**src/sv/bpc_pkg.sv**
```systemverilog
package bpc_pkg;

  // Register indexes on the configuration port
  localparam logic [2:0] REG_A0  = 3'd0;
  localparam logic [2:0] REG_B1  = 3'd1;
  localparam logic [2:0] REG_B2  = 3'd2;
  localparam logic [2:0] REG_C12 = 3'd3;
  localparam logic [2:0] REG_C11 = 3'd4;
  localparam logic [2:0] REG_C22 = 3'd5;

  localparam int CFG_IDX_W  = 3;
  localparam int COEF_W     = 16;
  localparam int RAW_W      = 16;
  localparam int ADC_W      = 10;
  localparam int ADC_LSB    = 6;
  localparam int KPA_W      = 15;

  // Intermediate widths, sized from the coefficient and count ranges
  localparam int A11_W  = 18;
  localparam int A1_W   = 18;
  localparam int A2_W   = 17;
  localparam int Y1_W   = 18;
  localparam int PC_W   = 27;  // coefficient times count
  localparam int PA1_W  = 28;  // a1 times count
  localparam int PA2_W  = 27;  // a2 times count
  localparam int CNT_MAX = 1023;

  // kPa mapping: 12800 + round(16640 * c / 1023)
  //   = 12800 + 16 * c + floor((272 * c + 511) / 1023)
  localparam int KPA_BASE      = 12800;
  localparam int KPA_STEP      = 16;
  localparam int KPA_FRAC_MUL  = 272;
  localparam int KPA_BIAS      = 511;
  localparam int KPA_DIV       = 1023;
  localparam int KPA_RECIP     = 1025;  // floor(2^20 / 1023)
  localparam int KPA_RSHIFT    = 20;
  localparam int KPA_T_W       = 19;
  localparam int KPA_PROD_W    = 29;
  localparam int KPA_Q_W       = 9;

  typedef struct packed {
    logic signed [COEF_W-1:0] a0;
    logic signed [COEF_W-1:0] b1;
    logic signed [COEF_W-1:0] b2;
    logic signed [COEF_W-1:0] c12;
    logic signed [COEF_W-1:0] c11;
    logic signed [COEF_W-1:0] c22;
  } coef_t;

  typedef struct packed {
    logic [ADC_W-1:0] count;
    logic             clamped;
  } cnt_t;

endpackage

```
**src/sv/bpc_poly.sv**
```systemverilog
module bpc_poly
  import bpc_pkg::*;
(
  input  logic             clk,
  input  logic             rst,
  input  coef_t            coef,
  input  logic             in_valid,
  output logic             in_ready,
  input  logic [RAW_W-1:0] raw_pressure,
  input  logic [RAW_W-1:0] raw_temperature,
  output logic             out_valid,
  input  logic             out_ready,
  output cnt_t             out_cnt
);

  localparam int NS = 6;

  logic [NS-1:0] v;
  logic [NS-1:0] adv;

  // Stage 0: counts and the three count products
  logic [ADC_W-1:0]       s0_padc, s0_tadc;
  logic signed [PC_W-1:0] s0_p11, s0_p12, s0_p22;
  // Stage 1: a11 and a2
  logic [ADC_W-1:0]        s1_padc, s1_tadc;
  logic signed [PC_W-1:0]  s1_p12;
  logic signed [A11_W-1:0] s1_a11;
  logic signed [A2_W-1:0]  s1_a2;
  // Stage 2: a1 and a2 * Tadc
  logic [ADC_W-1:0]        s2_padc;
  logic signed [A1_W-1:0]  s2_a1;
  logic signed [PA2_W-1:0] s2_pa2;
  // Stage 3: a1 * Padc
  logic signed [PA1_W-1:0] s3_pa1;
  logic signed [PA2_W-1:0] s3_pa2;
  // Stage 4: y1
  logic signed [Y1_W-1:0]  s4_y1;
  logic signed [PA2_W-1:0] s4_pa2;
  // Stage 5: clamped count
  cnt_t s5_cnt;

  logic [ADC_W-1:0]        padc_next, tadc_next;
  logic signed [A11_W-1:0] a11_next;
  logic signed [A2_W-1:0]  a2_next;
  logic signed [A1_W-1:0]  a1_next;
  logic signed [Y1_W-1:0]  y1_next;
  logic signed [31:0]      sum_cnt;
  logic signed [15:0]      raw_cnt;
  cnt_t                    cnt_next;

  // A stage loads when empty or when the stage after it moves on
  always_comb begin
    adv[NS-1] = !v[NS-1] || out_ready;
    for (int k = NS - 2; k >= 0; k--) begin
      adv[k] = !v[k] || adv[k+1];
    end
  end

  assign in_ready  = adv[0];
  assign out_valid = v[NS-1];
  assign out_cnt   = s5_cnt;

  // Advance valid bits
  always_ff @(posedge clk) begin
    if (rst) begin
      v <= '0;
    end else begin
      if (adv[0]) begin
        v[0] <= in_valid;
      end
      for (int k = 1; k < NS; k++) begin
        if (adv[k]) begin
          v[k] <= v[k-1];
        end
      end
    end
  end

  assign padc_next = raw_pressure[RAW_W-1:ADC_LSB];
  assign tadc_next = raw_temperature[RAW_W-1:ADC_LSB];

  always_ff @(posedge clk) begin
    if (adv[0]) begin
      s0_padc <= padc_next;
      s0_tadc <= tadc_next;
      s0_p11  <= coef.c11 * $signed({1'b0, padc_next});
      s0_p12  <= coef.c12 * $signed({1'b0, tadc_next});
      s0_p22  <= coef.c22 * $signed({1'b0, tadc_next});
    end
  end

  // a11 = (b1 * 2^14 + c11 * Padc) >> 14, a2 = (b2 * 2^15 + (c22 * Tadc >> 1)) >> 16
  always_comb begin
    a11_next = A11_W'(((32'(coef.b1) <<< 14) + 32'(s0_p11)) >>> 14);
    a2_next  = A2_W'(((32'(coef.b2) <<< 15) + 32'(s0_p22 >>> 1)) >>> 16);
  end

  always_ff @(posedge clk) begin
    if (adv[1]) begin
      s1_padc <= s0_padc;
      s1_tadc <= s0_tadc;
      s1_p12  <= s0_p12;
      s1_a11  <= a11_next;
      s1_a2   <= a2_next;
    end
  end

  // a1 = (a11 * 2^11 + c12 * Tadc) >> 11
  assign a1_next = A1_W'(((32'(s1_a11) <<< 11) + 32'(s1_p12)) >>> 11);

  always_ff @(posedge clk) begin
    if (adv[2]) begin
      s2_padc <= s1_padc;
      s2_a1   <= a1_next;
      s2_pa2  <= s1_a2 * $signed({1'b0, s1_tadc});
    end
  end

  always_ff @(posedge clk) begin
    if (adv[3]) begin
      s3_pa1 <= s2_a1 * $signed({1'b0, s2_padc});
      s3_pa2 <= s2_pa2;
    end
  end

  // y1 = (a0 * 2^10 + a1 * Padc) >> 10
  assign y1_next = Y1_W'(((32'(coef.a0) <<< 10) + 32'(s3_pa1)) >>> 10);

  always_ff @(posedge clk) begin
    if (adv[4]) begin
      s4_y1  <= y1_next;
      s4_pa2 <= s3_pa2;
    end
  end

  // Final count keeps bits 28..13 of the sum, then clamp to 0..1023
  always_comb begin
    sum_cnt  = (32'(s4_y1) <<< 10) + 32'(s4_pa2);
    raw_cnt  = sum_cnt[28:13];
    cnt_next = '{count: raw_cnt[ADC_W-1:0], clamped: 1'b0};
    if (raw_cnt[15]) begin
      cnt_next = '{count: '0, clamped: 1'b1};
    end else if (raw_cnt > 16'(CNT_MAX)) begin
      cnt_next = '{count: ADC_W'(CNT_MAX), clamped: 1'b1};
    end
  end

  always_ff @(posedge clk) begin
    if (adv[5]) begin
      s5_cnt <= cnt_next;
    end
  end

endmodule

```
**src/sv/bpc_kpa.sv**
```systemverilog
module bpc_kpa
  import bpc_pkg::*;
(
  input  logic             clk,
  input  logic             rst,
  input  logic             in_valid,
  output logic             in_ready,
  input  cnt_t             in_cnt,
  output logic             out_valid,
  input  logic             out_ready,
  output cnt_t             out_cnt,
  output logic [KPA_W-1:0] out_kpa
);

  logic v0, v1;
  logic adv0, adv1;

  cnt_t               s0_cnt;
  logic [KPA_T_W-1:0] s0_t;
  logic [KPA_Q_W-1:0] s0_q0;

  cnt_t               s1_cnt;
  logic [KPA_W-1:0]   s1_kpa;

  logic [KPA_T_W-1:0]    t_next;
  logic [KPA_PROD_W-1:0] prod;
  logic [KPA_T_W-1:0]    rem;
  logic [KPA_Q_W-1:0]    q;
  logic [KPA_W-1:0]      kpa_next;

  assign adv1      = !v1 || out_ready;
  assign adv0      = !v0 || adv1;
  assign in_ready  = adv0;
  assign out_valid = v1;
  assign out_cnt   = s1_cnt;
  assign out_kpa   = s1_kpa;

  always_ff @(posedge clk) begin
    if (rst) begin
      v0 <= 1'b0;
      v1 <= 1'b0;
    end else begin
      if (adv0) begin
        v0 <= in_valid;
      end
      if (adv1) begin
        v1 <= v0;
      end
    end
  end

  // Estimate floor(t / 1023) by reciprocal; low by at most one
  always_comb begin
    t_next = KPA_T_W'(KPA_FRAC_MUL * int'(in_cnt.count) + KPA_BIAS);
    prod   = KPA_PROD_W'(t_next) * KPA_PROD_W'(KPA_RECIP);
  end

  always_ff @(posedge clk) begin
    if (adv0) begin
      s0_cnt <= in_cnt;
      s0_t   <= t_next;
      s0_q0  <= KPA_Q_W'(prod >> KPA_RSHIFT);
    end
  end

  // Correct the quotient from the remainder and add the integer part
  always_comb begin
    rem      = s0_t - KPA_T_W'(s0_q0) * KPA_T_W'(KPA_DIV);
    q        = s0_q0 + KPA_Q_W'(rem >= KPA_T_W'(KPA_DIV));
    kpa_next = KPA_W'(KPA_BASE + KPA_STEP * int'(s0_cnt.count) + int'(q));
  end

  always_ff @(posedge clk) begin
    if (adv1) begin
      s1_cnt <= s0_cnt;
      s1_kpa <= kpa_next;
    end
  end

endmodule

```
**src/sv/barometer_pressure_compensation_unit.sv**
```systemverilog
// Pipeline: an input transfer reaches its result through the six
// polynomial stages and the two stages of the kPa mapping.
// Throughput: one item per cycle unless the output stalls; each stage holds
// an item until the next stage frees up, so bubbles close up under output stall.
// Reset (rst, synchronous): empties the pipeline and clears all coefficients.
module barometer_pressure_compensation_unit
  import bpc_pkg::*;
(
  input  logic                 clk,
  input  logic                 rst,
  input  logic                 cfg_we,
  input  logic [CFG_IDX_W-1:0] cfg_index,
  input  logic [COEF_W-1:0]    cfg_data,
  input  logic                 in_valid,
  output logic                 in_ready,
  input  logic [RAW_W-1:0]     raw_pressure,
  input  logic [RAW_W-1:0]     raw_temperature,
  output logic                 out_valid,
  input  logic                 out_ready,
  output logic [ADC_W-1:0]     comp_count,
  output logic [KPA_W-1:0]     pressure_kpa_q8,
  output logic                 clamped
);

  coef_t coef;
  logic  mid_valid, mid_ready;
  cnt_t  mid_cnt;
  cnt_t  res_cnt;

  // Coefficient registers; unknown indexes drop the write
  always_ff @(posedge clk) begin
    if (rst) begin
      coef <= '0;
    end else if (cfg_we) begin
      case (cfg_index)
        REG_A0:  coef.a0  <= cfg_data;
        REG_B1:  coef.b1  <= cfg_data;
        REG_B2:  coef.b2  <= cfg_data;
        REG_C12: coef.c12 <= cfg_data;
        REG_C11: coef.c11 <= cfg_data;
        REG_C22: coef.c22 <= cfg_data;
        default: ;
      endcase
    end
  end

  bpc_poly u_poly (
    .clk             (clk),
    .rst             (rst),
    .coef            (coef),
    .in_valid        (in_valid),
    .in_ready        (in_ready),
    .raw_pressure    (raw_pressure),
    .raw_temperature (raw_temperature),
    .out_valid       (mid_valid),
    .out_ready       (mid_ready),
    .out_cnt         (mid_cnt)
  );

  bpc_kpa u_kpa (
    .clk       (clk),
    .rst       (rst),
    .in_valid  (mid_valid),
    .in_ready  (mid_ready),
    .in_cnt    (mid_cnt),
    .out_valid (out_valid),
    .out_ready (out_ready),
    .out_cnt   (res_cnt),
    .out_kpa   (pressure_kpa_q8)
  );

  assign comp_count = res_cnt.count;
  assign clamped    = res_cnt.clamped;

  // A clamped count sits at one of the two rails
  a_clamp_rail: assert property (@(posedge clk) disable iff (rst)
    out_valid && clamped |-> comp_count == '0 || comp_count == ADC_W'(CNT_MAX))
    else $error("clamped result not at a rail");

  // Pressure stays within the 50..115 kPa span
  a_kpa_range: assert property (@(posedge clk) disable iff (rst)
    out_valid |-> pressure_kpa_q8 >= KPA_W'(KPA_BASE)
               && pressure_kpa_q8 <= KPA_W'(KPA_BASE + 16640))
    else $error("pressure out of range");

  // A full-scale count maps to the top end of the span
  a_kpa_ends: assert property (@(posedge clk) disable iff (rst)
    out_valid && comp_count == ADC_W'(CNT_MAX)
      |-> pressure_kpa_q8 == KPA_W'(KPA_BASE + 16640))
    else $error("full-scale count mapped wrong");

endmodule

```
**config.mk**
```make
export PLATFORM = sky130hd
export DESIGN_NAME = barometer_pressure_compensation_unit
export DESIGN_NICKNAME = d
export VERILOG_FILES = /design/src/sv/bpc_pkg.sv /design/src/sv/bpc_poly.sv /design/src/sv/bpc_kpa.sv /design/src/sv/barometer_pressure_compensation_unit.sv
export SDC_FILE = /design/constraint.sdc
export NUM_CORES = 2
export LEC_CHECK = 0
export BUFFER_PORTS_ARGS = -buffer_cell sky130_fd_sc_hd__buf_4
export CAP_MARGIN = 0
export CELL_PAD_IN_SITES_DETAIL_PLACEMENT = 1
export CELL_PAD_IN_SITES_GLOBAL_PLACEMENT = 1
export CORE_UTILIZATION = 48
export DETAILED_ROUTE_END_ITERATION = 12
export PLACE_DENSITY_LB_ADDON = 0.25
export SYNTH_ARGS = -nofsm -noshare
export SYNTH_HDL_FRONTEND = slang
export SYNTH_SLANG_ARGS = --single-unit
```
**constraint.sdc**
```tcl
create_clock -name clk -period 7.19 [get_ports clk]
set_input_delay 0.719 -clock clk [delete_from_list [all_inputs] [get_ports clk]]
set_output_delay 0.719 -clock clk [all_outputs]
set_load 0.02 [all_outputs]
```
==> impl_metrics.toml <==
[routing]
wl_um = 124000
drc_errors = 0
routed_via_density = 5.30
wire_per_inst_um = 19.8
ant_nets = 0
vias = 33300
drt_iter0_markers = 1338
dr.pass1.iters = 5

[sta]
setup_ws_ns = -0.426
fin_crit_ns = 7.62
hold_viol_final = 0
slew_headroom = 0.264
fin_skew_ns = 0.0341
fmax_mhz = 131
hold_slack_ns = 0.414
slew_violations = 0
rsz0062_at_grt = "true"
tightest_slew_ns = 1.10
tns_ns = -1.60
setup_viol_count_final = 6
period_share = 1.06

[die]
pin_count = 84
die_x_um = 321
core-area_um2 = 101000
initial_core_util = 0.487
die_h_um = 321
die_area_um2 = 103000
fp-row-count = 116

[clock_tree]
clock-sinks = 420
cts_root_buffer = "clkbuf_16"
insertion_delay_ns = 0.64
cts_tree = "done"
h-tree-depth = 2
cts_made_buffers = 49
cts_buffer_depth = 3
clk_pin_slew_worst_paths_ns = 0.06

[synthesis]
synth_edf_count = 316
ys_async_sr_fraction = 0
ys_seq_area_frac = 0.236
syn_inst = 4821
synth_seq_cells = 420
ys_types = 80
yosysTopAreaCell = "fa_1"
synth_nets = 6132
synth_area_per_cell_um2 = 10.2
yosysMostFrequentCell = "inv_1"
syn_area_um2 = 49000
synth_common_cells = "inv_1, fa_1, nand2_1, ha_1, and2_1"
yosys_warnings = 0
ys.flop_type = "edfxtp_1"
yosys.area.top_type_share = 0.321
synthTopCellsByArea = "fa_1, edfxtp_1, ha_1"

[critical_path]
worstPathArrival_ns = 7.97
crit_path_top_delay_cell = "fa_2"
start_kind = "register"
path_class = "register to register"
critPathRequiredTime_ns = 7.55
cp_max_fo = 3
critPathCaptureType = "register"
critPathTopFamily = "adder cells"
slowest_delay_ns = 0.62
cp.buffers_inverters = 6

[grt]
track_usage = 0.250
grt_max_degree = 72
gr-total-overflow = 0
grt_pass1_vias = 38000
grt_pass1_wl_um = 203000
grt_antenna_before_repair = 0

[place]
pre_cts_slack_ns = -0.392
io_buffers = 71
routabilityCongestion = 0.827
dp_hpwl_um = 97200

[layout]
final_nets = 6187
fin_util = 0.529
syn_to_final_growth_pct = 8.64
final_layout_size_suffix_gt1_frac = 0.0657
diodes = 0

[run_status]
status = "complete, but fails checks"
failed_checks = "setup timing"

[run]
drv_cap = 0

[worst_hold_path]
min_path_type = "register to register"
cells by family (layout without fill, tap and decap cells):
family                   after synthesis  count (layout)  share of synthesized area
XOR/XNOR                             209             209                     0.0374
AO/OA/AOI/OAI                        462             462                     0.0612
buffers and inverters               1073            1169                     0.0822
AND/OR/NAND/NOR                     1397            1397                      0.141
flip-flops                           420             420                      0.236
adder cells (fa/ha/maj)             1255            1255                      0.441
multiplexers                           5               5                    0.00107
stage by stage:
stage               std cells  instance area, µm²
finish                   6274               53200
global route             6274               53200
CTS                      6268               53100
detailed placement       6163               51300
global placement         6163               51300
floorplan                4821               49000
worst paths after layout:
| path | startpoint | end | slack (ns) | cells past startpoint |
|---|---|---|---|---|
| max | u_kpa.s0_q0[2]$_DFFE_PP_ | u_kpa.out_kpa[14]$_DFFE_PP_ | -0.43 | 31 |
| min | u_poly.s0_p12[21]$_DFFE_PP_ | u_poly.s1_p12[21]$_DFFE_PP_ | 0.41 | 0 |
| max reg2reg | u_kpa.s0_q0[2]$_DFFE_PP_ | u_kpa.out_kpa[14]$_DFFE_PP_ | -0.43 | 31 |
| min reg2reg | u_poly.s0_p12[21]$_DFFE_PP_ | u_poly.s1_p12[21]$_DFFE_PP_ | 0.41 | 0 |
final cells by class:
| cell class | instances | area, µm² |
|---|---|---|
| clock inverters | 31 | 270 |
| fillers | 11000 | 47400 |
| inverters | 905 | 3400 |
| well taps | 1357 | 1700 |
| flip-flops and latches | 420 | 11600 |
| repair buffers | 172 | 1300 |
| multi-input cells | 3328 | 33700 |
| clock buffers | 61 | 1290 |
worst reg2reg max path: cells and delay by family (launching register included):
family / cells / cell delay [ns]
fa+ha+maj: 9 / 3.43
compound gates: 8 / 1.55
simple gates: 6 / 1.15
buf+inv: 6 / 0.52
flops: 1 / 0.42
mux: 1 / 0.18
xor+xnor: 1 / 0.13
metal layers:
| metal | vias to the layer above | routed length, µm | track usage |
|---|---|---|---|
| li1 | 15200 | - | - |
| met1 | 17400 | 52500 | 0.317 |
| met2 | 488 | 64700 | 0.456 |
| met3 | 184 | 3720 | 0.0209 |
| met4 | 0 | 3300 | 0.0686 |
| met5 | - | 0 | 0 |
sequential cells by signal, indices dropped and copies added, names as in the netlist, 17 cells and up:
name           cells
coef              96
u_poly.s2_a1      18
u_poly.s3_pa1     18
u_poly.s4_y1      18
u_poly.s1_a11     17
u_poly.s2_pa2     17
u_poly.s3_pa2     17
u_poly.s4_pa2     17
what timing repair did:
item	in CTS	in global routing
resized for setup	33	19
hold buffers	0	0
setup endpoints to repair	6	9
setup buffers	14	8
pin swaps	16	11
cells in the final DEF (no fill, tap or decap), drive strengths merged, types with 6 or more instances in the layout:
cell type and n:
dfxtp 104, xnor2 153, edfxtp 316, and3 25
inv 910, nor2b 33, a211o 8, nor2 116
a21oi 208, nor4 6, a31oi 12, o21a 24
o41ai 6, a31o 8, clkinv 17, and2 464
nand3 36, ha 470, o2111ai 6, a211oi 10
or2 10, xor2 56, a21o 35, clkinvlp 7
or3 16, clkbuf 61, o21bai 10, nor3 39
a21boi 7, o21ai 65, fa 785, nand2b 17
nand4 11, buf 172, a2111oi 9, o211ai 10
nand2 605, o31ai 6
Power is not shown: default switching activity piles up to over one toggle a cycle in this logic, so the estimate is an artifact.
